[src/rtl/json_esc_pkg.sv]
// ----------------------------------------------------------------------------
// JSON string escaper package
// Character codes, sizes and the hex digit lookup shared by the escaper.
// ----------------------------------------------------------------------------
package json_esc_pkg;

    localparam int unsigned BYTE_W    = 8;
    localparam int unsigned POS_W     = 16;
    localparam int unsigned MAX_SEQ   = 6;   // longest escape: \u00XY
    localparam int unsigned LEN_W     = 3;   // holds 0..MAX_SEQ

    localparam logic [POS_W-1:0]  CAP_RESET = 16'd256;

    localparam logic [BYTE_W-1:0] CH_NUL       = 8'h00;
    localparam logic [BYTE_W-1:0] CH_QUOTE     = 8'h22;
    localparam logic [BYTE_W-1:0] CH_BACKSLASH = 8'h5C;
    localparam logic [BYTE_W-1:0] CH_DEL       = 8'h7F;
    localparam logic [BYTE_W-1:0] CH_SPACE     = 8'h20;
    localparam logic [BYTE_W-1:0] CH_U         = 8'h75;
    localparam logic [BYTE_W-1:0] CH_ZERO      = 8'h30;
    localparam logic [BYTE_W-1:0] CH_A         = 8'h61;

    localparam logic [LEN_W-1:0]  LEN_PLAIN  = 3'd1;
    localparam logic [LEN_W-1:0]  LEN_SHORT  = 3'd2;
    localparam logic [LEN_W-1:0]  LEN_UNICODE = 3'd6;

    // Lower-case hex digit for one nibble
    function automatic logic [BYTE_W-1:0] hex_digit(input logic [3:0] nib);
        logic [BYTE_W-1:0] r;
        if (nib < 4'd10) begin
            r = CH_ZERO + {4'd0, nib};
        end else begin
            r = CH_A + {4'd0, nib} - 8'd10;
        end
        return r;
    endfunction

endpackage

[src/rtl/json_string_escaper.sv]
// ----------------------------------------------------------------------------
// JSON string escaper
// Escapes a zero-terminated byte stream for use inside a JSON string and
// tracks the output buffer fill against a configured capacity.
// ----------------------------------------------------------------------------
//
//  Channel   Direction  Signals                         Contents
//  s         in         i_s_tvalid/o_s_tready/i_s_tdata  char_byte
//  m         out        o_m_tvalid/i_m_tready/o_m_tdata  out_byte, out_position
//                       o_m_tlast, o_m_tuser             end_of_string, failed
//  cfg       in         i_cfg_wr_en/i_cfg_wr_data        out_capacity
//
//  Output: a plain byte gives 1 byte, a quote or backslash 2, a control byte 6
//  (one output transaction per cycle from the sequence buffer, unless stalled).
//  A new input transaction is taken while the final byte of the previous one is
//  taken, so unstalled plain text flows at one byte per cycle; dropped bytes give no output.
//  Reset (synchronous, active low) empties the buffer, clears the fill count
//  and the drop flag and sets the capacity to 256.
//  A stall on the master side holds the current byte and stops input.
// ----------------------------------------------------------------------------
module json_string_escaper (
    input  logic        i_clk,
    input  logic        i_rst_n,

    input  logic        i_s_tvalid,
    output logic        o_s_tready,
    input  logic [7:0]  i_s_tdata,      // [7:0] char_byte

    output logic        o_m_tvalid,
    input  logic        i_m_tready,
    output logic [23:0] o_m_tdata,      // [7:0] out_byte, [23:8] out_position
    output logic        o_m_tlast,      // end_of_string
    output logic        o_m_tuser,      // failed

    input  logic        i_cfg_wr_en,
    input  logic [15:0] i_cfg_wr_data   // out_capacity
);

    localparam int unsigned BW = json_esc_pkg::BYTE_W;
    localparam int unsigned PW = json_esc_pkg::POS_W;
    localparam int unsigned NS = json_esc_pkg::MAX_SEQ;
    localparam int unsigned LW = json_esc_pkg::LEN_W;

    // Control and buffer state
    logic [PW-1:0] r_capacity;
    logic [PW-1:0] r_written;          // bytes written for the current string
    logic          r_discard;          // overflow seen, dropping to terminator
    logic [LW-1:0] r_cnt;              // bytes left in the sequence buffer
    logic [BW-1:0] r_seq [NS];         // pending bytes, head at index 0
    logic [PW-1:0] r_pos;              // buffer position of the head byte
    logic          r_last;
    logic          r_fail;

    logic [PW-1:0] n_capacity;
    logic [PW-1:0] n_written;
    logic          n_discard;
    logic [LW-1:0] n_cnt;
    logic [BW-1:0] n_seq [NS];
    logic [PW-1:0] n_pos;
    logic          n_last;
    logic          n_fail;

    logic          s_accept;
    logic          m_take;
    logic [BW-1:0] ch;
    logic          is_short;
    logic          is_ctrl;
    logic [LW-1:0] esc_len;
    logic [PW:0]   fill_sum;
    logic          overflow;

    assign s_accept = i_s_tvalid & o_s_tready;
    assign m_take   = o_m_tvalid & i_m_tready;

    // Room for a new transaction once the buffer is empty or its last byte leaves
    assign o_s_tready = (r_cnt == '0) || ((r_cnt == LW'(1)) && i_m_tready);

    assign o_m_tvalid = (r_cnt != '0);
    assign o_m_tdata  = {r_pos, r_seq[0]};
    assign o_m_tlast  = r_last;
    assign o_m_tuser  = r_fail;

    // Classify the incoming byte
    assign ch       = i_s_tdata;
    assign is_short = (ch == json_esc_pkg::CH_QUOTE) || (ch == json_esc_pkg::CH_BACKSLASH);
    assign is_ctrl  = (ch < json_esc_pkg::CH_SPACE) || (ch == json_esc_pkg::CH_DEL);

    always_comb begin
        if (is_short) begin
            esc_len = json_esc_pkg::LEN_SHORT;
        end else if (is_ctrl) begin
            esc_len = json_esc_pkg::LEN_UNICODE;
        end else begin
            esc_len = json_esc_pkg::LEN_PLAIN;
        end
    end

    // Always keep one byte free for the terminator
    assign fill_sum = {1'b0, r_written} + (PW+1)'(esc_len);
    assign overflow = (fill_sum >= {1'b0, r_capacity});

    always_comb begin
        n_capacity = i_cfg_wr_en ? i_cfg_wr_data : r_capacity;
        n_written  = r_written;
        n_discard  = r_discard;
        n_cnt      = r_cnt;
        n_pos      = r_pos;
        n_last     = r_last;
        n_fail     = r_fail;
        for (int i = 0; i < NS; i++) begin
            n_seq[i] = r_seq[i];
        end

        if (s_accept) begin
            n_last = 1'b0;
            n_fail = 1'b0;
            n_pos  = r_written;
            if (r_discard) begin
                // dropped, no output; the terminator ends the drop
                n_cnt = '0;
                if (ch == json_esc_pkg::CH_NUL) begin
                    n_discard = 1'b0;
                    n_written = '0;
                end
            end else if (ch == json_esc_pkg::CH_NUL) begin
                n_cnt     = LW'(1);
                n_seq[0]  = json_esc_pkg::CH_NUL;
                n_last    = 1'b1;
                n_written = '0;
            end else if (overflow) begin
                n_cnt     = LW'(1);
                n_seq[0]  = json_esc_pkg::CH_NUL;
                n_pos     = '0;
                n_last    = 1'b1;
                n_fail    = 1'b1;
                n_written = '0;
                n_discard = 1'b1;
            end else begin
                n_cnt     = esc_len;
                n_written = fill_sum[PW-1:0];
                if (is_short) begin
                    n_seq[0] = json_esc_pkg::CH_BACKSLASH;
                    n_seq[1] = ch;
                end else if (is_ctrl) begin
                    n_seq[0] = json_esc_pkg::CH_BACKSLASH;
                    n_seq[1] = json_esc_pkg::CH_U;
                    n_seq[2] = json_esc_pkg::CH_ZERO;
                    n_seq[3] = json_esc_pkg::CH_ZERO;
                    n_seq[4] = json_esc_pkg::hex_digit(ch[7:4]);
                    n_seq[5] = json_esc_pkg::hex_digit(ch[3:0]);
                end else begin
                    n_seq[0] = ch;
                end
            end
        end else if (m_take) begin
            // shift the next pending byte to the head
            n_cnt = r_cnt - LW'(1);
            n_pos = r_pos + PW'(1);
            for (int i = 0; i < NS - 1; i++) begin
                n_seq[i] = r_seq[i+1];
            end
        end
    end

    always_ff @(posedge i_clk) begin
        if (!i_rst_n) begin
            r_capacity <= json_esc_pkg::CAP_RESET;
            r_written  <= '0;
            r_discard  <= 1'b0;
            r_cnt      <= '0;
        end else begin
            r_capacity <= n_capacity;
            r_written  <= n_written;
            r_discard  <= n_discard;
            r_cnt      <= n_cnt;
        end
    end

    always_ff @(posedge i_clk) begin
        r_pos  <= n_pos;
        r_last <= n_last;
        r_fail <= n_fail;
        for (int i = 0; i < NS; i++) begin
            r_seq[i] <= n_seq[i];
        end
    end

`ifndef NO_ASSERTIONS
    a_cnt_range : assert property (@(posedge i_clk) disable iff (!i_rst_n)
        r_cnt <= LW'(NS))
        else $error("sequence count out of range");

    a_last_single : assert property (@(posedge i_clk) disable iff (!i_rst_n)
        (o_m_tvalid && o_m_tlast) |-> (r_cnt == LW'(1)))
        else $error("terminator not alone in buffer");

    a_fail_last : assert property (@(posedge i_clk) disable iff (!i_rst_n)
        (o_m_tvalid && o_m_tuser) |-> (o_m_tlast && r_pos == '0))
        else $error("failure flag without terminator at position 0");

    a_drop_silent : assert property (@(posedge i_clk) disable iff (!i_rst_n)
        (s_accept && r_discard) |=> (r_cnt == '0))
        else $error("dropped byte produced output");

    a_fill_room : assert property (@(posedge i_clk) disable iff (!i_rst_n)
        (s_accept && !r_discard && !overflow) |=> (r_written < r_capacity))
        else $error("fill count reached capacity");
`endif

endmodule

[config.mk]
export PLATFORM = sky130hd
export DESIGN_NAME = json_string_escaper
export DESIGN_NICKNAME = d
export VERILOG_FILES = /design/src/rtl/json_esc_pkg.sv /design/src/rtl/json_string_escaper.sv
export SDC_FILE = /design/constraint.sdc
export NUM_CORES = 1
export LEC_CHECK = 0
export BUFFER_PORTS_ARGS = -buffer_cell sky130_fd_sc_hd__buf_2
export CAP_MARGIN = 15
export CORE_MARGIN = 2
export CORE_UTILIZATION = 55
export CTS_BUF_LIST = sky130_fd_sc_hd__clkbuf_2 sky130_fd_sc_hd__clkbuf_4 sky130_fd_sc_hd__clkbuf_8
export CTS_CLUSTER_DIAMETER = 30
export DETAILED_ROUTE_END_ITERATION = 8
export GPL_TIMING_DRIVEN = 0
export PLACE_DENSITY = 0.78
export RECOVER_POWER = 50
export SYNTH_ARGS = -nofsm -noshare
export SYNTH_HDL_FRONTEND = slang
export SYNTH_SLANG_ARGS = --single-unit
[constraint.sdc]
create_clock -name i_clk -period 6.1 [get_ports i_clk]
set_input_delay 1.22 -clock i_clk [delete_from_list [all_inputs] [get_ports i_clk]]
set_output_delay 1.22 -clock i_clk [all_outputs]
set_load 0.02 [all_outputs]
==> summary.md, run 1 <==
| Metric | Value |
|---|---|
| Mapped Nets | `569` |
| Share of cells above drive strength 1 | `14.02%` |
| Slew of the pin with the lowest slew margin | `776.7 ps` |
| Die Span X | `102.1 microns` |
| Syn avg cell area | `10.44 sq um` |
| Final wirelength | `11.45 mm` |
| Die Ht | `102.1 microns` |
| Cts bufs inserted | `9` |
| Clock root buffer | `clkbuf_8` |
| CP endpoint kind | `register` |
| Clock transition at path regs | `90 ps` |
| Ant. Diodes | `0` |
| Tcrit/Tclk final | `94.64%` |
| Max-slew violations | `0` |
| Status | `finished, final reports clean` |
| H-tree levels | `3` |
| Worst Reg-to-Reg Cells | `15` |
| Crit Path Class | `input pin to register` |
| Wire per inst | `16.04 microns` |
| Post-synthesis cell count | `507` |
| Total Routing Usage GR | `23.08%` |
| Cell Pwr Density | `439.8 nW/um^2` |
| CTS Buffer Depth | `2` |
| Critical path required time | `6270 ps` |
| Clk_lat worst skew | `370 ps` |
| Top cell type's share of synthesized area | `36.32%` |
| # DRC | `0` |
| Ys Warns | `0` |
| CP max stage delay | `350 ps` |
| Hold path cells | `2` |
| Lkg Pwr | `2.458 nW` |
| Post-layout util | `65.50%` |
| CP cell instances | `buf_2, inv_1, ha_1, nor2b_1, nand4_1, nand2_2, nor3_4, ha_1, a211oi_1, or3_1, clkbuf_1, nor3_2, nand2_1, xnor2_2, ha_1, and3_1, a221oi_1, o21ai_2, nor3_4, buf_4, nor2_4, buf_2, a211oi_1` |
| Fin crit period | `5773 ps` |
| Most frequent cells in the layout | `edfxtp_1 (64), nand2_1 (53), clkbuf_1 (47)` |
| Count of buffers from port buffering | `53` |
| Synth top area cells | `edfxtp_1 (36%), dfxtp_1 (14%), ha_1 (7.6%), nand2_1 (4.0%), mux2i_1 (2.8%)` |
| Fin area | `6081 sq um` |
| DIE AREA | `10,420 sq um` |
| Post-DP Area | `5725 sq um` |
| Area delta synth->final | `14.92%` |
| CP arrival | `5940 ps` |
| Initial DRT Pass Iterations | `5` |
| Levels on crit path | `23` |
| TritonCTS clock tree | `done` |
| Critical path's most frequent cell | `ha_1` |
| Synth unique cells | `57` |
| Overall Power | `2.674 mW` |
| Cell taking the most area after synthesis | `edfxtp_1` |
| Post-DP HPWL | `8.328 mm` |
| Maximum VDD drop | `277.2 uV` |
| Hold Crit Class | `register to register` |
| Crit-path slowest cell | `or3_1` |
| Leading cell type in the layout, fill and taps excluded | `edfxtp_1` |
| Mapped cell area | `5291 sq um` |
| Cell family with the largest share of critical-path delay | `simple AND/OR/NAND/NOR gates` |
| Boundary pin count | `57` |
| Final Hold Vio Count | `0` |
| Via count | `3,976` |
| Max-cap violations | `0` |
| Starting DRC count in detailed routing | `269` |
| Initial antenna violation count | `0` |
| Clk_skew | `10.31 ps` |
| Grt total ovfl | `0` |
| Post-synth ARST share | `0%` |
| Critical Path Source Type | `input pin` |
| Row cnt | `35` |
| Post-synth top flop | `edfxtp_1` |
| RSZ-0062 raised after global routing | `false` |
| Routability Congestion | `0.8460` |
| Buffer and inverter count on the worst path | `5` |
| Min Hold Slack | `508.7 ps` |
| Vias in the first global route | `3,736` |
| Seq cells post-synth | `100` |
| # nets final | `642` |
| Slew HR | `48.09%` |
| Fmax | `0.1732 GHz` |
| Post-synth EDFFs | `64` |
| Vias per inst | `5.569` |
| Core Area | `9284 sq um` |
| Global-route wire length before repair | `18.51 mm` |
| Largest net degree at the start of global routing | `24` |
| Sink Count | `100` |
| Starting density of the core | `56.99%` |
| # setup viols final | `0` |
| Crit-path max FO | `10` |
| Seq/Total Area, Yosys | `49.94%` |
| ANT nets after route | `0` |
==> per-stage QoR <==
stage / setup slack, ps / TNS (ps) / instances
final: 326.9 / 0 / 714
after global routing: 23.70 / 0 / 714
after CTS: 44.99 / 0 / 709
after detailed placement: -1085 / -59690 / 690
after global placement: -979.4 / -51100 / 689
after floorplan: 172.0 / 0 / 507
==> cell type report <==
type | instances | area, sq um
fill | 751 | 3203
timing repair buffer | 61 | 285.3
clock inverter | 5 | 107.6
buffer | 22 | 95.09
clock buffer | 11 | 145.1
sequential | 100 | 2643
inverter | 29 | 108.9
tap | 129 | 161.4
multi-input combinational | 357 | 2535
==> cells by family (layout without fill, tap and decap cells) <==
kind of cell / count (synthesis) / count (layout) / share of synthesized area, %
simple gates: 185 / 186 / 17.83
flops: 100 / 100 / 49.94
compound gates: 91 / 91 / 12.49
buf+inv: 51 / 128 / 3.854
fa+ha+maj: 33 / 33 / 7.945
xor+xnor: 30 / 30 / 4.966
mux: 15 / 15 / 2.837
other cells: 2 / 2 / 0.1419
==> worst reg2reg max path, cell delays in order (launching register included) <==
cell and delay, ps:
dfxtp_1 390, ha_1 230, fa_1 250, a21oi_2 130, nor4_4 420, nand3_1 160, xnor2_1 300, ha_1 330
a21o_1 180, a221oi_1 340, o21ai_2 180, nor3_4 300, buf_4 190, nor2_4 50, buf_2 190, a211oi_1 250
==> sequential cells by signal, summed over array words and instances, names as in the netlist <==
| name | cells |
|---|---|
| r_discard | 1 |
| o_m_tlast | 1 |
| r_cnt | 3 |
| r_pos | 16 |
| r_capacity | 16 |
| r_written | 16 |
| r_seq | 46 |
| o_m_tuser | 1 |
==> cell usage after synthesis (all sizes together) (4+ instances only) <==
cell type	n
ha	32
xor2	14
buf	5
mux2i	15
and2	16
nand3	21
a21o	4
inv	29
a21oi	18
nor3	8
dfxtp	36
a22o	17
edfxtp	64
a211oi	15
o21ai	22
nor2b	17
xnor2	16
clkbuf	17
nand4	6
nor2	39
nand2	56
and3	7
==> routing by layer <==
| layer | global-route usage (%) | vias to the layer above | wire, microns |
|---|---|---|---|
| met3 | 3.283 | 14 | 694 |
| met1 | 33.79 | 1860 | 5299 |
| met2 | 35.78 | 153 | 5292 |
| li1 | - | 1949 | - |
| met4 | 7.282 | 0 | 166 |
| met5 | 0 | - | 0 |
==> where the power goes <==
part | internal [mW] | leakage [nW] | switching, mW
registers | 1.03 | 0.904 | 0.109
logic | 0.329 | 1.43 | 0.683
clock network | 0.291 | 0.128 | 0.233
total | 1.65 | 2.46 | 1.03
==> worst paths after layout <==
check | endpoint | from | slack, ps
min | r_capacity[8] | r_capacity[8] | 510
max reg2reg | r_pos[2] | r_written[0] | 2020
max | r_pos[2] | i_s_tdata[1] | 330
min reg2reg | r_capacity[8] | r_capacity[8] | 510
==> timing repair <==
action	CTS	global route
gates resized for setup	5	9
endpoints found under the setup margin	69	94
pin swaps	1	3
gates cloned	0	1
hold buffers	0	0
setup buffers	3	4
Note: power is estimated with default switching activity, not from simulation.
==> run 2, diff against run 1 <==
- CORE_ASPECT_RATIO: default -> 1.4
==> summary.md, run 2 (synthesis gave the netlist of run 1 again) <==
| Metric | Value |
|---|---|
| Vias in the first global route | `4,121` |
| Row cnt | `42` |
| Maximum VDD drop | `256.1 uV` |
| DIE AREA | `10,430 sq um` |
| # nets final | `642` |
| Crit Path Class | `input pin to register` |
| Clock root buffer | `clkbuf_8` |
| Min Hold Slack | `495.7 ps` |
| Fmax | `0.1732 GHz` |
| Critical path required time | `6140 ps` |
| Crit-path max FO | `9` |
| Initial antenna violation count | `0` |
| Ant. Diodes | `0` |
| ANT nets after route | `0` |
| Top reg by flops | `r_seq` |
| CP endpoint kind | `register` |
| Critical Path Source Type | `input pin` |
| Count of buffers from port buffering | `53` |
| P_int | `1.555 mW` |
| Total Routing Usage GR | `23.92%` |
| Post-DP Area | `5697 sq um` |
| Clock Power Share | `17.1%` |
| H-tree levels | `3` |
| # setup viols final | `0` |
| Largest net degree at the start of global routing | `24` |
| Routability Congestion | `0.8805` |
| Clk_skew | `16.78 ps` |
| Core Area | `9407 sq um` |
| Die Ht | `120.1 microns` |
| Slew of the pin with the lowest slew margin | `738.8 ps` |
| CP arrival | `5810 ps` |
| Max-slew violations | `0` |
| Sequential power share | `44.5%` |
| Lkg Pwr | `2.402 nW` |
| Status | `finished, final reports clean` |
| Global-route wire length before repair | `19.17 mm` |
| CTS Buffer Depth | `2` |
| # DRC | `0` |
| Share of cells above drive strength 1 | `13.16%` |
| Clock transition at path regs | `90 ps` |
| Leading cell type in the layout, fill and taps excluded | `edfxtp_1` |
| Boundary pin count | `57` |
| Tcrit/Tclk final | `94.63%` |
| TritonCTS clock tree | `done` |
| Fin crit period | `5773 ps` |
| Final worst slack | `327.3 ps` |
| Clk_lat worst skew | `380 ps` |
| Wire per inst | `17.15 microns` |
| Net switching power | `1.042 mW` |
| Sink Count | `100` |
| Die Span X | `86.90 microns` |
| Fin area | `5991 sq um` |
| Cts bufs inserted | `9` |
| Vias per inst | `5.783` |
| Starting DRC count in detailed routing | `175` |
| Switching fraction of total power | `40.12%` |
| Max-cap violations | `0` |
| Initial DRT Pass Iterations | `4` |
| Cell Pwr Density | `433.4 nW/um^2` |
| Post-DP HPWL | `8.944 mm` |
| Area delta synth->final | `13.22%` |
| Final Hold Vio Count | `0` |
| Logic pwr share | `38.4%` |
| Placement Setup Slack | `-1038 ps` |
| Via count | `4,019` |
| Starting density of the core | `56.25%` |
| Max reg flops | `46` |
| Final wirelength | `11.92 mm` |
| Hold Crit Class | `register to register` |
| Most frequent cells in the layout | `edfxtp_1 (64), nand2_1 (55), clkbuf_1 (47)` |
| Grt total ovfl | `0` |
| Slew HR | `50.63%` |
run 2: cell count changes in the layout (fill, tap and decap cells not counted), moves of 2 or more:
| cell | change |
|---|---|
| and2_0 | +2 |
| and2_1 | -2 |
| bufinv_16 | -2 |
| inv_8 | +2 |
| nand2_1 | +2 |
| nand2_2 | -2 |
| xnor2_1 | +2 |
| xnor2_2 | -2 |
run 2: critical path: stages:
cell,delay [ps]
buf_2,190
inv_1,110
ha_1,220
nor2b_1,140
nand4_1,150
nand2_1,190
nor3_4,310
ha_1,280
a211oi_1,60
or3_1,340
clkbuf_1,200
nor3_2,270
nand2_1,100
xnor2_1,240
ha_1,310
and3_1,210
a221oi_1,310
o21ai_2,190
nor3_4,260
nand3_1,160
nand2_1,340
run 2: path summary, 6_finish.rpt:
kind	startpoint	end	slack (ps)	cells past startpoint
worst min register to register	r_capacity[8]	r_capacity[8]	500	2
worst max register to register	r_written[0]	r_seq[1][4]	2020	13
worst min-delay path	r_capacity[8]	r_capacity[8]	500	2
worst max-delay path	i_s_tdata[1]	r_seq[1][4]	330	21
run 2: cell type report:
cell class	instances	area (sq um)
inverters	29	108.9
clock inverters	7	82.58
clock buffers	9	123.9
flip-flops and latches	100	2643
multi-input cells	357	2515
well taps	110	137.6
fillers	766	3416
plain buffers	22	95.09
repair buffers	61	285.3
run 2: repair_timing:
action | 4_1_cts | 5_1_grt
resized for setup | 5 | 4
pin swaps | 1 | 3
hold buffers | 0 | 0
gates cloned | 0 | 1
hold endpoints to repair | 0 | 0
buffers inserted | 3 | 4
setup endpoints to repair | 58 | 84
run 2: power groups by stage:
stage               clock [mW]  sequential (mW)  combinational (mW)
finish                   0.444             1.16               0.996
floorplan                    0             1.24               0.605
global placement             0             1.16               0.973
CTS                      0.449             1.15                1.02
global route             0.475             1.17                1.10
detailed placement           0             1.17                1.00
run 2: layer usage:
metal,up-vias,global-route usage [%],wire (microns)
met5,-,0,0
met4,0,12.99,511
met3,35,3.370,452
met2,119,42.94,6435
met1,1913,26.51,4520
li1,1952,-,-
run 2: stage by stage:
stage	std cells	utilization (%)	TNS [ps]	total power, mW
2_1_floorplan	507	-	0	1.848
3_3_place_gp	670	60.56	-42900	2.130
3_5_place_dp	670	60.56	-55430	2.169
4_1_cts	689	63.33	0	2.617
5_1_grt	695	63.69	-10.04	2.754
6_report	695	63.69	0	2.596
==> run 3, diff against run 2 <==
--- a/config.mk
+++ b/config.mk
@@ -8,3 +8,2 @@
 export BUFFER_PORTS_ARGS = -buffer_cell sky130_fd_sc_hd__buf_2
-export CAP_MARGIN = 15
 export CORE_ASPECT_RATIO = 1.4
@@ -16,3 +15,3 @@
 export GPL_TIMING_DRIVEN = 0
-export PLACE_DENSITY = 0.78
+export PLACE_DENSITY = 0.74
 export RECOVER_POWER = 50
--- a/constraint.sdc
+++ b/constraint.sdc
@@ -3,2 +3,2 @@
 set_output_delay 1.22 -clock i_clk [all_outputs]
-set_load 0.02 [all_outputs]
+set_load 0.1 [all_outputs]
==> summary.md, run 3 (synthesis gave the netlist of run 1 again) <==
| Metric | Value |
|---|---|
| Placed Cells | `670` |
| TritonCTS clock tree | `done` |
| # DRC | `0` |
| GR peak layer | `met2` |
| Critical Path Source Type | `input pin` |
| CP cell instances | `buf_2, inv_1, ha_1, nor2b_1, nand4_1, nand2_1, nor3_4, ha_1, a211oi_1, or3_1, clkbuf_1, nor3_1, nand2_1, xnor2_1, ha_1, and3_1, a221oi_1, o21ai_1, nor4_2, buf_2, a22o_1` |
| Buffer and inverter count on the worst path | `4` |
| Die Span X | `86.90 microns` |
| Starting DRC count in detailed routing | `201` |
| # nets final | `639` |
| Global-route wire length before repair | `18.74 mm` |
| Row cnt | `42` |
| Cell family with the largest share of critical-path delay | `simple AND/OR/NAND/NOR gates` |
| Placement Setup Slack | `-1125 ps` |
| Area delta synth->final | `12.63%` |
| Starting density of the core | `56.25%` |
| Leading cell type in the layout, fill and taps excluded | `edfxtp_1` |
| P_int | `1.568 mW` |
| Total Routing Usage GR | `23.60%` |
| Critical path's most frequent cell | `ha_1` |
| ANT nets after route | `0` |
| Overall Power | `3.199 mW` |
| Sink Count | `100` |
| Cell Pwr Density | `536.8 nW/um^2` |
| CP max stage delay | `560 ps` |
| Slew HR | `12.19%` |
| Boundary pin count | `57` |
| # setup viols final | `0` |
| Met3 usage | `4.333%` |
| CTS Buffer Depth | `2` |
| CP endpoint kind | `register` |
| Vias in the first global route | `3,961` |
| Most frequent cells in the layout | `edfxtp_1 (64), nand2_1 (54), clkbuf_1 (46)` |
| Net switching power | `1.631 mW` |
| Core Area | `9407 sq um` |
| Clk_skew | `15.13 ps` |
| Via count | `4,011` |
| Logic pwr share | `50.2%` |
| Slew of the pin with the lowest slew margin | `1303 ps` |
| Max-cap violations | `0` |
| Fin crit period | `5720 ps` |
| Met1 usage | `25.07%` |
| Maximum VDD drop | `349.5 uV` |
| Tcrit/Tclk final | `93.77%` |
| Max-slew violations | `0` |
| Max reg flops | `46` |
| Met2 Use GR | `43.18%` |
| CP arrival | `6050 ps` |
| H-tree levels | `3` |
| Share of cells above drive strength 1 | `12.89%` |
| Hold Crit Class | `register to register` |
| Final worst slack | `380.2 ps` |
| Die Ht | `120.1 microns` |
| Ant. Diodes | `0` |
| Initial antenna violation count | `0` |
| Fmax | `0.1748 GHz` |
| Critical path required time | `6430 ps` |
| Clock Power Share | `13.8%` |
| Largest net degree at the start of global routing | `24` |
| Clk_lat worst skew | `380 ps` |
| Count of buffers from port buffering | `53` |
| Lkg Pwr | `2.386 nW` |
| Routability Congestion | `0.8313` |
| Post-DP HPWL | `8.804 mm` |
| Sequential power share | `36.0%` |
| Final std cells w/o fill | `692` |
| Top reg by flops | `r_seq` |
| Crit-path max FO | `10` |
| Clock transition at path regs | `100 ps` |
| Wire per inst | `16.72 microns` |
| Crit Path Class | `input pin to register` |
| Grt total ovfl | `0` |
| Cts bufs inserted | `9` |
| Crit-path slowest cell | `nor4_2` |
| Final wirelength | `11.57 mm` |
| Clock root buffer | `clkbuf_8` |
| RSZ-0062 raised after global routing | `false` |
| Status | `finished, final reports clean` |
| Final Hold Vio Count | `0` |
| Switching fraction of total power | `50.98%` |
| R2R Setup Slk | `2030 ps` |
| Vias per inst | `5.796` |
| Initial DRT Pass Iterations | `4` |
| DIE AREA | `10,430 sq um` |
==> run 3: timing repair <==
action / in CTS / in global routing
setup buffers: 2 / 4
gates resized for setup: 5 / 3
pin swaps: 1 / 2
hold buffers: 0 / 0
endpoints found under the hold margin: 0 / 0
setup endpoints to repair: 63 / 73
==> run 3: layout make-up <==
class,instances,area [sq um]
Buffer,22,95.09
Fill cell,802,3447
Inverter,29,108.9
Clock inverter,4,47.55
Multi-Input combinational cell,356,2495
Sequential cell,100,2643
Timing Repair Buffer,59,274.0
Clock buffer,12,158.9
Tap cell,110,137.6
==> run 3: stage by stage <==
step / area [sq um] / setup TNS, ps / util [%] / hold slack [ps]
2_1_floorplan: 5294 / 0 / - / 453.9
3_3_place_gp: 5697 / -44560 / 60.56 / 481.3
3_5_place_dp: 5697 / -62860 / 60.56 / 489.1
4_1_cts: 5949 / 0 / 63.25 / 500.7
5_1_grt: 5959 / 0 / 63.35 / 535.0
6_report: 5959 / 0 / 63.35 / 499.6
==> run 3: final timing paths <==
check	from	endpoint	cells past startpoint
max	i_s_tdata[1]	r_written[13]	21
min	r_capacity[8]	r_capacity[8]	2
max reg2reg	r_written[1]	r_written[13]	14
min reg2reg	r_capacity[8]	r_capacity[8]	2
==> run 3: per-layer routing <==
metal / vias up / part of all wire, %
li1: 1940 / -
met1: 1959 / 38
met2: 84 / 54
met3: 28 / 3.9
met4: 0 / 4.2
met5: - / 0
==> run 3: power groups by stage <==
stage	Clock, mW	Sequential [mW]	Combinational, mW
floorplan	0	1.77	0.686
global placement	0	1.15	1.59
detailed placement	0	1.16	1.62
CTS	0.444	1.15	1.63
global route	0.469	1.17	1.71
finish	0.441	1.15	1.61
==> run 3: tightest hold or removal path: stages (launching register included) <==
cell,delay [ps]
dfxtp_1,310
inv_1,70
o211ai_1,80
